**src/rtl/rcef_pkg.sv**
```systemverilog
// ----------------------------------------------------------------------------
// rcef_pkg
// Shared types, widths and helpers of the 3x3 RGB extremum filter.
// ----------------------------------------------------------------------------
package rcef_pkg;

   localparam int MAX_DIM    = 1024;
   localparam int POS_W      = $clog2(MAX_DIM);
   localparam int EDIM_W     = POS_W + 1;
   localparam int DIM_W      = 11;
   localparam int COORD_W    = 10;
   localparam int CH_W       = 8;
   localparam int W_W        = 7;
   localparam int TAPS       = 9;
   localparam int TAP_W      = 4;
   localparam int KW_W       = 63;
   localparam int DIV_W      = 10;
   localparam int CSR_IDX_W  = 2;
   localparam int CSR_DATA_W = 63;
   localparam int PROD_W     = 16;
   localparam int SUM_W      = 20;
   localparam int QUO_W      = 18;
   localparam int QCNT_W     = 5;
   localparam int LUMA_W     = 10;
   localparam int LUMA_MAX   = 766;
   localparam int CH_MAX     = 255;

   localparam logic [KW_W-1:0]  KERNEL_RESET = 63'd72624976668147841;
   localparam logic [DIV_W-1:0] SCALE_RESET  = 10'd9;
   localparam logic [DIM_W-1:0] DIM_RESET    = 11'd1024;

   typedef logic [2:0][CH_W-1:0] pixel_type;

   typedef enum logic [CSR_IDX_W-1:0] {
      CSR_KERNEL = 2'd0,
      CSR_SCALE  = 2'd1,
      CSR_FILTER = 2'd2,
      CSR_DIM    = 2'd3
   } csr_idx_type;

   typedef struct packed {
      logic [KW_W-1:0]  kernel;
      logic [DIV_W-1:0] scale;
      logic             filter;
      logic [DIM_W-1:0] dim;
   } cfg_type;

   typedef struct packed {
      pixel_type [TAPS-1:0] win;
      logic [COORD_W-1:0]   int_row;
      logic [COORD_W-1:0]   int_col;
      logic [COORD_W-1:0]   row;
      logic [COORD_W-1:0]   col;
      pixel_type            px;
      logic                 has_int;
      logic                 has_bord;
   } job_type;

   function automatic logic signed [W_W-1:0] weight_at(input logic [KW_W-1:0] kw,
                                                       input logic [TAP_W-1:0] k);
      logic [W_W-1:0] w;
      w = kw[W_W*k +: W_W];
      return $signed(w);
   endfunction

endpackage

```
**src/rtl/rcef_queue.sv**
```systemverilog
// ----------------------------------------------------------------------------
// rcef_queue
// Two-entry job queue between the front and the back.
// ----------------------------------------------------------------------------
module rcef_queue (
   input  logic              clock,
   input  logic              reset,
   input  logic              push,
   input  rcef_pkg::job_type push_job,
   output logic              full,
   input  logic              pop,
   output rcef_pkg::job_type pop_job,
   output logic              empty
);
   import rcef_pkg::*;

   localparam int DEPTH = 2;
   localparam int PTR_W = $clog2(DEPTH);

   job_type            slot_ff [DEPTH];
   logic [PTR_W-1:0]   wr_ff, rd_ff;
   logic [PTR_W:0]     cnt_ff;

   assign full    = (cnt_ff == (PTR_W+1)'(DEPTH));
   assign empty   = (cnt_ff == '0);
   assign pop_job = slot_ff[rd_ff];

   always_ff @(posedge clock) begin
      if (reset) begin
         wr_ff  <= '0;
         rd_ff  <= '0;
         cnt_ff <= '0;
      end else begin
         if (push) begin
            wr_ff <= wr_ff + 1'b1;
         end
         if (pop) begin
            rd_ff <= rd_ff + 1'b1;
         end
         cnt_ff <= cnt_ff + (PTR_W+1)'(push) - (PTR_W+1)'(pop);
      end
   end

   always_ff @(posedge clock) begin
      if (push) begin
         slot_ff[wr_ff] <= push_job;
      end
   end

endmodule

```
**config.mk**
```make
export PLATFORM = sky130hd
export DESIGN_NAME = rcef_queue
export DESIGN_NICKNAME = d
export VERILOG_FILES = /design/src/rtl/rcef_pkg.sv /design/src/rtl/rcef_queue.sv
export SDC_FILE = /design/constraint.sdc
export NUM_CORES = 1
export LEC_CHECK = 0
export BUFFER_PORTS_ARGS = -buffer_cell sky130_fd_sc_hd__buf_4
export CORE_MARGIN = 4
export CORE_UTILIZATION = 30
export CTS_BUF_LIST = sky130_fd_sc_hd__clkbuf_4
export DETAILED_ROUTE_END_ITERATION = 10
export HOLD_SLACK_MARGIN = 0.15
export MAX_ROUTING_LAYER = met4
export PLACE_DENSITY = 0.55
export SLEW_MARGIN = 15
export SYNTH_ARGS = -nofsm -noshare
export SYNTH_HDL_FRONTEND = slang
export SYNTH_SLANG_ARGS = --single-unit
export TNS_END_PERCENT = 20
```
**constraint.sdc**
```tcl
create_clock -name clock -period 33.5 [get_ports clock]
set_input_delay 5.025 -clock clock [delete_from_list [all_inputs] [get_ports clock]]
set_output_delay 5.025 -clock clock [all_outputs]
set_load 0.02 [all_outputs]
```
After elaboration in Yosys (flattened, before gate mapping)
Memories as Yosys holds them, arrays and structs flattened. A register that Yosys moved wholly into a read port is not among the register bits.
Cells that the tools add are included.
{"block": "totals", "ff_bits": 4, "ram_bits": 564, "inputBits": 286, "out_inout_bits": 284, "n_memories": 1}
{"block": "op_classes", "add_sub_neg": 4, "n_eq_ne": 1, "n_mux": 4, "n_reduce_logical": 1}
{"memory": "slot_ff", "words": 2, "word_bits": 282, "rd": 1, "rd_ports_with_merged_regs": 1, "write_ports": 1, "line": "rcef_queue.sv:20", "rtl": "job_type slot_ff [DEPTH];"}
{"cell": "1-bit two-way mux", "n": 4}
{"cell": "1-bit adder, second input constant", "n": 2}
{"cell": "2-bit by 1-bit adder with 2-bit output", "n": 1}
{"cell": "2-bit equality test, second input constant", "n": 1}
{"cell": "2-bit zero test", "n": 1}
{"cell": "2-bit by 1-bit subtractor with 2-bit output", "n": 1}

Longest topological paths before layout
{"block": "depth", "ltp_word": 3, "ltp_mapped": 6, "mapped_depth_nobuf": 6}

Worst setup path after synthesis
OpenSTA, ideal clock, no wires.
{"block": "synth_timing", "kind": "input to register", "start": "input port push", "end": "memory slot_ff[0][0] in the netlist's numbering (enable)", "setup_ns": 0.964, "arrival_ns": 17.151, "slack_ns": 15.384, "stages": 1, "path_cell_list": "nor2b_1"}
{"block": "synth_between", "elab_chain_len": 2}
{"item": "start, declared", "line": "rcef_queue.sv:8", "rtl": "input logic push,"}
{"item": "1-bit two-way mux", "line": "rcef_queue.sv:45", "rtl": "if (push) begin"}
{"item": "1-bit two-way mux (not written as such)", "line": "rcef_queue.sv:46", "rtl": "slot_ff[wr_ff] <= push_job;"}
{"item": "end, declared", "line": "rcef_queue.sv:20"}
No other way between the ends.

==> metrics.yaml <==
pwr-share-clk_pct: 36.6
min_period_ns: 8.517
drc_errors: 0
p_sw_share_pct: 24.41
num_vias: 11120
rsz0062_at_grt: "false"
synth_fp_nets: 1186
std_cell_rows: 96
ant_nets: 0
cellLeakagePower_uw: 0.01045
syn-cell-area_sq_um: 20740
status: "complete, no violations"
grt_pass1_vias: 12230
grt_max_degree: 144
synth_top_family_by_area: "multiplexers"
clock_sinks: 569
start_kind: "flop"
io_pins: 570
ys_types: 12
cp.arrival_ns: 3.49
p_comb_share_pct: 13.7
worst_pin_slew_ns: 1.039
ir_drop_uv: 38.47
track_usage_pct: 13.20
dpl.hpwl_um: 32420
drt-pass1-iter-count: 4
crit_path_max_fanout: 73
hold_class: "flop to flop"
die_y_um: 271.0
overflow: 0
layout.nets: 1893
path_class: "flop to output port"
core_area_sq_um: 68590
initial_utilization_pct: 30.25
clockBufferDepth: 3
grt_antenna_before_repair: 2
cts-root-buf: "clkbuf_4"
layout-drive-gt1-share_pct: 65.38
dieArea_sq_um: 73420
port-buffer-count: 569
worst_slack_ns: 24.98
power_density_nw_per_um2: 60.91
p_int_uw: 1284
cts_tree: "built"
drt-total-wl_um: 48730
synth_cells: 898
post-route-period-util_pct: 25.42
path_clk_slew_ns: 0.06
clk_latency_ns: 0.88
slew_violations: 0
syn_area_per_cell_sq_um: 23.10
yosys.area_share.adder_pct: 0.1206
hold_buffers: 0
setup_viol: 0
seqPwrFrac_pct: 49.7
syn_to_final_growth_pct: 34.45
yosysSeqAreaShare_pct: 82.12
slew_headroom_pct: 30.71
drv_cap: 0
drt_iter0_markers: 423
fmax_ghz: 0.1174
post_cts_buffers: 0
skew_ns: 0.05012
wl_per_cell_um: 18.41
muxShareOfSynthArea_pct: 15.31
p_sw_uw: 414.7
synth_compound_area_share_pct: 0
grt_pass1_wl_um: 71770
required_ns: 28.47
die_width_um: 271.0
nFillCells: 6380
cts_resized: 0
synthSimpleGateAreaFrac_pct: 0.2111
ys_warn_count: 0
hold_violations: 0
avgViaCountPerCell: 4.203
synth-seq-cells: 569
synthXorXnorAreaFrac_pct: 0.1930
cts_max_level: 4
place_ws_ns: 25.25
setup_tns_ns: 0
worstSetupEndpointType: "output port"
gp_congestion: 0.7567
numCtsBuffers: 157
-- cell families (layout without fill, tap and decap cells) --
family,Yosys count,count (layout)
flops,569,569
mux,282,282
buf+inv,33,848
simple gates,9,9
xor+xnor,3,3
fa+ha+maj,2,2
other cells,0,2
-- area by class of cell --
class	instances	area [sq um]	share of cell area, %
diodes	2	5.005	0.01794
flip-flops and latches	569	17040	61.10
clock inverters	31	247.7	0.8883
well taps	931	1165	4.177
multi-input cells	296	3294	11.81
inverters	2	7.507	0.02692
clock buffers	236	1772	6.352
repair buffers	579	4359	15.63
-- worst max-delay path, cell delays in order, from the launching register on --
cell and delay (ns):
dfxtp_4 0.94, buf_4 0.88, mux2_2 0.43, buf_4 0.16
-- power by group through the flow --
stage,registers (uW),logic (uW),clock network [uW]
6_report,844,233,622
5_1_grt,848,248,695
4_1_cts,845,238,653
3_5_place_dp,860,237,0
3_3_place_gp,858,235,0
2_1_floorplan,870,132,0
-- cell usage in the layout (no fill, tap or decap), drive strengths merged, types with 3 or more instances in the layout --
master	instances
buf	579
edfxtp	564
mux2	282
clkbuf	236
clkinv	19
inv	8
nor2	5
dfxtp	5
bufinv	3
clkinvlp	3
nor2b	3
-- synthesized netlist by cell type --
cell / count / area share, %
ha_1: 2 / 0.12
buf_6: 4 / 0.22
xnor3_1: 1 / 0.11
inv_1: 2 / 0.036
edfxtp_1: 564 / 82
dfxtp_1: 5 / 0.48
nor2_1: 5 / 0.090
mux2_2: 282 / 15
and2_1: 1 / 0.030
nor2b_1: 3 / 0.090
xnor2_1: 2 / 0.084
clkbuf_8: 27 / 1.8
-- routing by layer --
layer	wire length, um	global-route usage, %	part of all wire [%]	vias to the layer above
li1	-	-	-	5105
met1	17610	13.59	36	5447
met2	24830	21.73	51	474
met3	5063	6.456	10	95
met4	1226	5.228	2.5	0
met5	0	-	0	-
-- stage by stage --
stage          total power (uW)  cell area, sq um  std cells  utilization [%]  hold slack, ns
6_report                   1699             27890       2646            40.67          0.5102
5_1_grt                    1791             27890       2646            40.67          0.5481
3_3_place_gp               1093             25870       2377            37.71          0.4954
2_1_floorplan              1002             20740        898                -          0.4799
4_1_cts                    1736             27890       2644            40.66          0.5089
3_5_place_dp               1096             25870       2377            37.71          0.5066
-- registers in the layout, indices dropped and copies added (netlist names), named ones only --
register  flops
slot_ff     564
rd_ff         1
cnt_ff        2
wr_ff         1
-- final timing paths --
kind | start | end | slack [ns] | depth (start not counted)
worst min register to register | rd_ff$_SDFFE_PP0P_ | flop | 0.51 | 2
worst min-delay path | rd_ff$_SDFFE_PP0P_ | flop | 0.51 | 2
worst max-delay path | flop | pop_job[25] | 24.98 | 3
worst max register to register | wr_ff$_SDFFE_PP0P_ | slot_ff[0][68]$_DFFE_PP_ | 30.14 | 3
(Power assumes the default switching activity.)
