**src/rtl/rcef_pkg.sv**
```systemverilog
// ----------------------------------------------------------------------------
// rcef_pkg
// Shared types, widths and helpers of the 3x3 RGB extremum filter.
// ----------------------------------------------------------------------------
package rcef_pkg;

   localparam int MAX_DIM    = 1024;
   localparam int POS_W      = $clog2(MAX_DIM);
   localparam int EDIM_W     = POS_W + 1;
   localparam int DIM_W      = 11;
   localparam int COORD_W    = 10;
   localparam int CH_W       = 8;
   localparam int W_W        = 7;
   localparam int TAPS       = 9;
   localparam int TAP_W      = 4;
   localparam int KW_W       = 63;
   localparam int DIV_W      = 10;
   localparam int CSR_IDX_W  = 2;
   localparam int CSR_DATA_W = 63;
   localparam int PROD_W     = 16;
   localparam int SUM_W      = 20;
   localparam int QUO_W      = 18;
   localparam int QCNT_W     = 5;
   localparam int LUMA_W     = 10;
   localparam int LUMA_MAX   = 766;
   localparam int CH_MAX     = 255;

   localparam logic [KW_W-1:0]  KERNEL_RESET = 63'd72624976668147841;
   localparam logic [DIV_W-1:0] SCALE_RESET  = 10'd9;
   localparam logic [DIM_W-1:0] DIM_RESET    = 11'd1024;

   typedef logic [2:0][CH_W-1:0] pixel_type;

   typedef enum logic [CSR_IDX_W-1:0] {
      CSR_KERNEL = 2'd0,
      CSR_SCALE  = 2'd1,
      CSR_FILTER = 2'd2,
      CSR_DIM    = 2'd3
   } csr_idx_type;

   typedef struct packed {
      logic [KW_W-1:0]  kernel;
      logic [DIV_W-1:0] scale;
      logic             filter;
      logic [DIM_W-1:0] dim;
   } cfg_type;

   typedef struct packed {
      pixel_type [TAPS-1:0] win;
      logic [COORD_W-1:0]   int_row;
      logic [COORD_W-1:0]   int_col;
      logic [COORD_W-1:0]   row;
      logic [COORD_W-1:0]   col;
      pixel_type            px;
      logic                 has_int;
      logic                 has_bord;
   } job_type;

   function automatic logic signed [W_W-1:0] weight_at(input logic [KW_W-1:0] kw,
                                                       input logic [TAP_W-1:0] k);
      logic [W_W-1:0] w;
      w = kw[W_W*k +: W_W];
      return $signed(w);
   endfunction

endpackage

```
**src/rtl/rcef_rsp_if.sv**
```systemverilog
// ----------------------------------------------------------------------------
// rcef_rsp_if
// Response channel: one filtered or passed-through pixel with coordinates.
// ----------------------------------------------------------------------------
interface rcef_rsp_if;
   logic                         valid;
   logic                         ready;
   logic [rcef_pkg::COORD_W-1:0] out_row;
   logic [rcef_pkg::COORD_W-1:0] out_col;
   logic [rcef_pkg::CH_W-1:0]    out_red;
   logic [rcef_pkg::CH_W-1:0]    out_green;
   logic [rcef_pkg::CH_W-1:0]    out_blue;
   logic                         run_last;

   modport source (output valid, out_row, out_col, out_red, out_green, out_blue, run_last,
                   input ready);
   modport sink   (input valid, out_row, out_col, out_red, out_green, out_blue, run_last,
                   output ready);
endinterface

```
**src/rtl/rcef_back.sv**
```systemverilog
// ----------------------------------------------------------------------------
// rcef_back
// Works off queued jobs: weighted window sum, extremum removal, serial
// division and clamp, then drives the responses.
// ----------------------------------------------------------------------------
module rcef_back (
   input  logic              clock,
   input  logic              reset,
   input  rcef_pkg::cfg_type cfg,
   input  rcef_pkg::job_type pop_job,
   input  logic              empty,
   output logic              pop,
   rcef_rsp_if.source        rsp_bus
);
   import rcef_pkg::*;

   typedef enum logic [5:0] {
      B_IDLE = 6'b000001,
      B_ACC  = 6'b000010,
      B_SUB  = 6'b000100,
      B_DIV  = 6'b001000,
      B_INT  = 6'b010000,
      B_BORD = 6'b100000
   } bstate_type;

   bstate_type state_ff, state_in;

   job_type                  job_ff;
   logic [TAP_W-1:0]         k_ff;
   logic [QCNT_W-1:0]        cnt_ff;
   logic signed [SUM_W-1:0]  sum_ff [3];
   logic [DIV_W-1:0]         rem_ff [3];
   logic [QUO_W-1:0]         quo_ff [3];
   logic [LUMA_W-1:0]        lo_ff, hi_ff;
   pixel_type                lo_px_ff, hi_px_ff;
   logic [CH_W-1:0]          res_ff [3];

   pixel_type                tap;
   logic signed [W_W-1:0]    w;
   logic signed [PROD_W-1:0] prod [3];
   logic [LUMA_W-1:0]        luma;
   logic [DIV_W-1:0]         dvs;
   logic signed [SUM_W-1:0]  adj [3];
   logic [DIV_W:0]           trial [3];
   logic                     ge [3];

   assign tap  = job_ff.win[k_ff];
   assign w    = weight_at(cfg.kernel, k_ff);
   assign luma = LUMA_W'(tap[0]) + LUMA_W'(tap[1]) + LUMA_W'(tap[2]);
   assign dvs  = (cfg.scale == '0) ? DIV_W'(1) : cfg.scale;

   always_comb begin
      for (int ch = 0; ch < 3; ch++) begin
         prod[ch]  = $signed({1'b0, tap[ch]}) * w;
         adj[ch]   = sum_ff[ch];
         if (cfg.filter) begin
            adj[ch] = sum_ff[ch] -
                      $signed(SUM_W'({1'b0, lo_px_ff[ch]} + {1'b0, hi_px_ff[ch]}));
         end
         trial[ch] = {rem_ff[ch], quo_ff[ch][QUO_W-1]};
         ge[ch]    = (trial[ch] >= {1'b0, dvs});
      end
   end

   assign pop = (state_ff == B_IDLE) && !empty;

   always_comb begin
      state_in = state_ff;
      case (state_ff)
         B_IDLE: begin
            if (!empty) begin
               state_in = pop_job.has_int ? B_ACC : B_BORD;
            end
         end
         B_ACC: begin
            if (k_ff == TAP_W'(TAPS - 1)) begin
               state_in = B_SUB;
            end
         end
         B_SUB: state_in = B_DIV;
         B_DIV: begin
            if (cnt_ff == QCNT_W'(QUO_W - 1)) begin
               state_in = B_INT;
            end
         end
         B_INT: begin
            if (rsp_bus.ready) begin
               state_in = job_ff.has_bord ? B_BORD : B_IDLE;
            end
         end
         B_BORD: begin
            if (rsp_bus.ready) begin
               state_in = B_IDLE;
            end
         end
         default: state_in = B_IDLE;
      endcase
   end

   always_ff @(posedge clock) begin
      if (reset) begin
         state_ff <= B_IDLE;
      end else begin
         state_ff <= state_in;
      end
   end

   always_ff @(posedge clock) begin
      case (state_ff)
         B_IDLE: begin
            job_ff <= pop_job;
            k_ff   <= '0;
            lo_ff  <= LUMA_W'(LUMA_MAX);
            hi_ff  <= '0;
            for (int ch = 0; ch < 3; ch++) begin
               sum_ff[ch] <= '0;
            end
         end
         B_ACC: begin
            k_ff <= k_ff + 1'b1;
            for (int ch = 0; ch < 3; ch++) begin
               sum_ff[ch] <= sum_ff[ch] + SUM_W'(prod[ch]);
            end
            if (luma <= lo_ff) begin
               lo_ff    <= luma;
               lo_px_ff <= tap;
            end
            if ((k_ff == '0) || (luma > hi_ff)) begin
               hi_ff    <= luma;
               hi_px_ff <= tap;
            end
         end
         B_SUB: begin
            cnt_ff <= '0;
            for (int ch = 0; ch < 3; ch++) begin
               rem_ff[ch] <= '0;
               quo_ff[ch] <= (adj[ch] > 0) ? QUO_W'(adj[ch]) : '0;
            end
         end
         B_DIV: begin
            cnt_ff <= cnt_ff + 1'b1;
            for (int ch = 0; ch < 3; ch++) begin
               rem_ff[ch] <= ge[ch] ? DIV_W'(trial[ch] - {1'b0, dvs}) : DIV_W'(trial[ch]);
               quo_ff[ch] <= {quo_ff[ch][QUO_W-2:0], ge[ch]};
               if (cnt_ff == QCNT_W'(QUO_W - 1)) begin
                  res_ff[ch] <= (|quo_ff[ch][QUO_W-2:CH_W-1]) ? CH_W'(CH_MAX)
                                : {quo_ff[ch][CH_W-2:0], ge[ch]};
               end
            end
         end
         default: begin
         end
      endcase
   end

   assign rsp_bus.valid     = (state_ff == B_INT) || (state_ff == B_BORD);
   assign rsp_bus.out_row   = (state_ff == B_INT) ? job_ff.int_row : job_ff.row;
   assign rsp_bus.out_col   = (state_ff == B_INT) ? job_ff.int_col : job_ff.col;
   assign rsp_bus.out_red   = (state_ff == B_INT) ? res_ff[0] : job_ff.px[0];
   assign rsp_bus.out_green = (state_ff == B_INT) ? res_ff[1] : job_ff.px[1];
   assign rsp_bus.out_blue  = (state_ff == B_INT) ? res_ff[2] : job_ff.px[2];
   assign rsp_bus.run_last  = (state_ff == B_BORD) || !job_ff.has_bord;

endmodule

```
**src/flat_wrapper.sv**
```systemverilog
// flat-port wrapper written by rule: the top's interface ports become plain ports
module rcef_back_flat import rcef_pkg::*;
  (clock, reset, cfg, pop_job, empty, pop, rsp_bus_valid, rsp_bus_out_row, rsp_bus_out_col, rsp_bus_out_red, rsp_bus_out_green, rsp_bus_out_blue, rsp_bus_run_last, rsp_bus_ready);
  rcef_rsp_if rsp_bus_i ();
  input  logic clock;
  input  logic reset;
  input  rcef_pkg::cfg_type cfg;
  input  rcef_pkg::job_type pop_job;
  input  logic empty;
  output logic pop;
  output wire logic [$bits(rsp_bus_i.valid)-1:0] rsp_bus_valid;
  output wire logic [$bits(rsp_bus_i.out_row)-1:0] rsp_bus_out_row;
  output wire logic [$bits(rsp_bus_i.out_col)-1:0] rsp_bus_out_col;
  output wire logic [$bits(rsp_bus_i.out_red)-1:0] rsp_bus_out_red;
  output wire logic [$bits(rsp_bus_i.out_green)-1:0] rsp_bus_out_green;
  output wire logic [$bits(rsp_bus_i.out_blue)-1:0] rsp_bus_out_blue;
  output wire logic [$bits(rsp_bus_i.run_last)-1:0] rsp_bus_run_last;
  input wire logic [$bits(rsp_bus_i.ready)-1:0] rsp_bus_ready;
  assign rsp_bus_valid = rsp_bus_i.valid;
  assign rsp_bus_out_row = rsp_bus_i.out_row;
  assign rsp_bus_out_col = rsp_bus_i.out_col;
  assign rsp_bus_out_red = rsp_bus_i.out_red;
  assign rsp_bus_out_green = rsp_bus_i.out_green;
  assign rsp_bus_out_blue = rsp_bus_i.out_blue;
  assign rsp_bus_run_last = rsp_bus_i.run_last;
  assign rsp_bus_i.ready = rsp_bus_ready;
  rcef_back u_core (.clock(clock), .reset(reset), .cfg(cfg), .pop_job(pop_job), .empty(empty), .pop(pop), .rsp_bus(rsp_bus_i));
endmodule
```
**config.mk**
```make
export PLATFORM = sky130hd
export DESIGN_NAME = rcef_back_flat
export DESIGN_NICKNAME = d
export VERILOG_FILES = /design/src/rtl/rcef_pkg.sv /design/src/rtl/rcef_rsp_if.sv /design/src/rtl/rcef_back.sv /design/src/flat_wrapper.sv
export SDC_FILE = /design/constraint.sdc
export NUM_CORES = 1
export LEC_CHECK = 0
export BUFFER_PORTS_ARGS = -buffer_cell sky130_fd_sc_hd__clkbuf_2
export CAP_MARGIN = 10
export CORE_MARGIN = 5
export CORE_UTILIZATION = 59
export CTS_CLUSTER_DIAMETER = 100
export DETAILED_ROUTE_END_ITERATION = 10
export GPL_TIMING_DRIVEN = 1
export PLACE_DENSITY = 0.86
export SETUP_SLACK_MARGIN = 0.1
export SLEW_MARGIN = 20
export SYNTH_ARGS = -nofsm -noshare
export SYNTH_HDL_FRONTEND = slang
export SYNTH_SLANG_ARGS = --single-unit
```
**constraint.sdc**
```tcl
create_clock -name clock -period 9.3 [get_ports clock]
set_input_delay 0.93 -clock clock [delete_from_list [all_inputs] [get_ports clock]]
set_output_delay 0.93 -clock clock [all_outputs]
set_load 0.02 [all_outputs]
```
# After elaboration in Yosys (flattened, before gate mapping)
# Memories as Yosys holds them, arrays and structs flattened.
# Index checks and enable logic that the tools add are counted.
classes:
  n_addsub: 16
  mul: 4
  magnitude_cmp: 9
  eq_ne: 15
  n_shift: 1
  mux: 54
  bitwise: 9
  n_reduce_logical: 18
ops:
  columns: ["op", "n"]
  rows:
  - ["$mux 20", 6]
  - ["$mux 10", 11]
  - ["$mux 18", 6]
  - ["$bmux 24 s4", 1]
  - ["$shiftx 63x8->7", 1]
  - ["$add 20x16->20", 3]
  - ["$gt 20x1->1 const B", 3]
  - ["$sub 20x20->20", 3]
  - ["$mul 9x7->16", 3]
  - ["$mux 8", 6]
  - ["$mux 6", 7]
  - ["$pmux 10 s2", 2]
  - ["$add 8x8->9", 4]
  - ["$pmux 6 s6", 1]
  - ["$ge 11x10->1", 3]
  - ["$reduce_or 10->1", 3]
  - ["$sub 10x10->10", 3]
  - ["$mux 24", 1]
  - ["$mux 1", 11]
  - ["$add 10x8->10", 1]
  - ["$gt 10x10->1", 1]
  - ["$le 10x10->1", 1]
  - ["$logic_not 10->1", 1]
  - ["$pmux 5 s2", 1]
  - ["other kinds (23)", 43]
word_totals:
  reg_bits: 364
  ram_bits: 168
  in_bits: 371
  mem_count: 4
mem_list:
  columns: ["name", "words", "word_bits", "rd", "rd_clocked_by_memory_dff", "write_ports", "line_no", "rtl"]
  rows:
  - ["u_core.sum_ff", 3, 20, 3, 0, 3, "rcef_back.sv:31", "logic signed [SUM_W-1:0] sum_ff [3];"]
  - ["u_core.quo_ff", 3, 18, 3, 0, 3, "rcef_back.sv:33", "logic [QUO_W-1:0] quo_ff [3];"]
  - ["u_core.rem_ff", 3, 10, 3, 0, 3, "rcef_back.sv:32", "logic [DIV_W-1:0] rem_ff [3];"]
  - ["u_core.res_ff", 3, 8, 3, 0, 3, "rcef_back.sv:36", "logic [CH_W-1:0] res_ff [3];"]

# Depth between registers and ports, before layout
logic_depth:
  word_depth: 8
  depth_mapped: 26
  depth_no_buf: 23

# Worst setup path before layout
# No wires, ideal clock.
synth_path:
  path_kind: "register to register"
  start: "register u_core.state_ff[5]"
  end: "register u_core.state_ff[0]"
  setup_ns: 0.340
  arrival_ns: 6.981
  required_ns: 8.960
  slack_ns: 1.979
  path_stages_with_launch: 8
  period_less_slack_ns: 7.321
  path_cell_list: "dfxtp_1 nor4_1 nand3b_1 inv_1 nand2_1 nand3_1 a21o_1 o31ai_1"
synth_between:
  elab_chain_len: 3
  elab_cells_between_ends: 13
  cone_classes: "11 x eq/ne; 1 x mux; 1 x reduce/logical"
synth_lines:
  columns: ["element", "line_no", "rtl"]
  rows:
  - ["from (decl)", "rcef_back.sv:26", "bstate_type state_ff, state_in;"]
  - ["from (signal assigned)", "rcef_back.sv:104", "state_ff <= state_in;"]
  - ["$eq 6x4->1, or another cell as far along", "rcef_back.sv:69", "case (state_ff)"]
  - ["$ne 2x1->1 (no source line) / $ne 2x2->1 (equally long branches)", null, null]
  - ["$reduce_and 5->1 (no source line)", null, null]
# Parallel ways exist; a longest one is shown, timed or not.
# A chain may end at the register's enable or synchronous reset.

==> qor.csv <==
metric,value,unit
run_status,"complete, no violations",
firstDrtPassIters,5,
path_clk_slew,0.07,ns
port_buffers,406,
ctsResizeCount,0,
syn_nets,3698,
cp.arrival,7.88,ns
fin_setup_tns,0,ns
routed_wl,83300,um
r2r_start,u_core.k_ff[0]$_SDFFCE_PN0P_,
cap_viol_max_count,0,
hold_viol_final,0,
syn-cell-area,33400,um^2
clock-sinks,532,
holdCritStartpoint,pop_job[70],
cts_buffer_depth,3,
synthFlopType,edfxtp_1,
synth_cell_types,71,
num_vias,24100,
rsz0062_at_grt,no,
cts_tree,built,
die-width,248,um
crit_fanout,16,
cts_setup_buffers,0,
drc,0,
clock_latency,0.65,ns
setup_viol,0,
ys_ff_latch,532,
drive_above_1_share,0.202,
gr-total-overflow,0,
synthArstFlopShare,0,
finish.instance_area,38700,um^2
ys_warn_count,0,
num-fill-cells,3872,
skew,0.0418,ns
initial_utilization,0.594,
slew_viol_final,0,
wl_per_cell,20.1,um
synth_edf_count,526,
nets,4131,
antenna_found_initial,5,
startpoint_type,flop,
area_delta_synth_final,15.7,%
numCtsBuffers,58,
critPathKind,reg -> reg,
relSlewSlack,0.249,
max_freq,133,MHz
hpwlAfterDp,62600,um
cts-root-buf,clkbuf_16,
required,9.63,ns
final_util,0.688,
netlist_instances,2910,
io_pins,418,
period_minus_slack,7.55,ns
place.gp.congestion,0.925,
ys_seq_area_frac,0.476,
grt_max_degree,182,
dpl_cell_area,36600,um^2
end_kind,flop,
period_share,0.812,
design.die.area,61600,um^2
grt_pass1_wl,131000,um
drtIter0Drc,1829,
floorplan.core_area,56300,um^2
die_h,248,um
hold_buffers,0,
avgViaCountPerCell,5.80,
ctsHtreeMaxLevel,2,
grt_pass1_vias,24800,
grt_usage,0.272,
ant_nets,0,
rows,87,
syn_area_per_cell,11.5,um^2
startpoint,u_core.k_ff[0]$_SDFFCE_PN0P_,
tightest_slew,1.13,ns
hp-class,in -> reg,
## through the flow
step                      cells  setup slack, ns  hold WS, ns
after floorplan            2910             1.98        0.492
after global placement     4038             1.79        0.519
after detailed placement   4038             1.55        0.524
after CTS                  4147             1.44        0.430
after global routing       4152             1.28        0.437
final                      4152             1.75        0.454
## worst max-delay path, stage by stage, from the launching register on
cell       delay, ns
edfxtp_1        0.65
buf_8           0.25
buf_4           0.34
buf_4           0.25
mux4_2          0.51
mux2i_1         0.17
o21a_1          0.40
inv_2           0.17
ha_1            0.36
a21o_1          0.19
a21oi_1         0.22
o21bai_1        0.09
a21oi_1         0.23
xnor2_1         0.17
ha_1            0.32
a21oi_1         0.15
o21ai_0         0.15
xnor2_1         0.36
inv_1           0.13
ha_1            0.32
a21o_1          0.19
a21o_1          0.18
a2111oi_0       0.43
a31oi_1         0.15
o21ai_0         0.53
buf_4           0.29
## logic make-up (layout without fill, tap and decap cells)
kind of cell / Yosys count / in the layout / share of synthesized area
AO/OA/AOI/OAI: 435 / 435 / 0.0810
XOR/XNOR: 130 / 130 / 0.0340
adder cells (fa/ha/maj): 417 / 417 / 0.188
buffers and inverters: 407 / 889 / 0.0463
flip-flops: 532 / 532 / 0.476
multiplexers: 119 / 119 / 0.0589
other: 0 / 4 / 0
AND/OR/NAND/NOR: 870 / 870 / 0.116
## synthesized netlist by cell type, drive strengths merged (48+ instances only)
master | count | area, um^2
mux4 | 62 | 1400
nand2 | 278 | 1050
clkbuf | 61 | 229
inv | 326 | 1220
xnor2 | 82 | 718
xor2 | 48 | 420
nor2 | 327 | 1230
edfxtp | 526 | 15800
o21ai | 127 | 669
fa | 143 | 2860
ha | 274 | 3430
mux2i | 55 | 551
a21oi | 136 | 681
## path summary, 6_finish.rpt
kind	to	slack, ns	cells past startpoint
worst max-delay path	u_core.lo_ff[9]$_SDFFCE_PN1P_	1.75	25
worst min-delay path	u_core.job_ff[70]$_DFFE_PP_	0.45	1
worst max register to register	u_core.lo_ff[9]$_SDFFCE_PN1P_	1.75	25
worst min register to register	u_core.res_ff[0][4]$_SDFFCE_PP1P_	0.54	1
## final cells by class
cell class	count	area (um^2)	share of cell area
Clock inverter	44	598	0.0155
Antenna cell	4	10.0	0.000259
Sequential cell	532	15900	0.411
Multi-Input combinational cell	1971	16100	0.415
Timing Repair Buffer	454	2420	0.0626
Tap cell	756	946	0.0244
Clock buffer	65	1520	0.0392
Inverter	326	1230	0.0318
## state kept, by name, indices dropped and copies added (netlist names)
register	count
u_core.cnt_ff	5
u_core.hi_ff	10
u_core.hi_px_ff	24
u_core.job_ff	281
u_core.k_ff	4
u_core.lo_ff	10
u_core.lo_px_ff	24
u_core.quo_ff	54
u_core.rem_ff	30
u_core.res_ff	24
u_core.state_ff	6
u_core.sum_ff	60
## cell usage in the layout (no fill, tap or decap), types with 22 or more instances in the layout
| master | count |
|---|---|
| a211oi_1 | 22 |
| nor2b_1 | 25 |
| a21oi_1 | 129 |
| nand3_1 | 35 |
| or2_2 | 31 |
| xnor2_1 | 82 |
| o21ai_0 | 66 |
| buf_4 | 45 |
| fa_1 | 143 |
| o21a_1 | 30 |
| a21o_1 | 31 |
| edfxtp_1 | 526 |
| clkbuf_16 | 58 |
| o21ai_1 | 51 |
| xor2_1 | 48 |
| mux2i_1 | 55 |
| nor2_1 | 322 |
| nand2b_1 | 28 |
| nor3_1 | 45 |
| ha_1 | 274 |
| inv_1 | 320 |
| mux4_2 | 62 |
| clkbuf_2 | 406 |
| nand2_1 | 276 |
## per-layer routing
layer  global-route usage  vias to the layer above  wire length, um
met5                    0                        -               15
met4                0.113                        2             3580
met3               0.0559                      186             8110
met2                0.464                     1201            40600
met1                0.342                    11600            31000
li1                     -                    11100                -
Power is not shown: default switching activity piles up to over one toggle a cycle in this logic, so the estimate is an artifact.
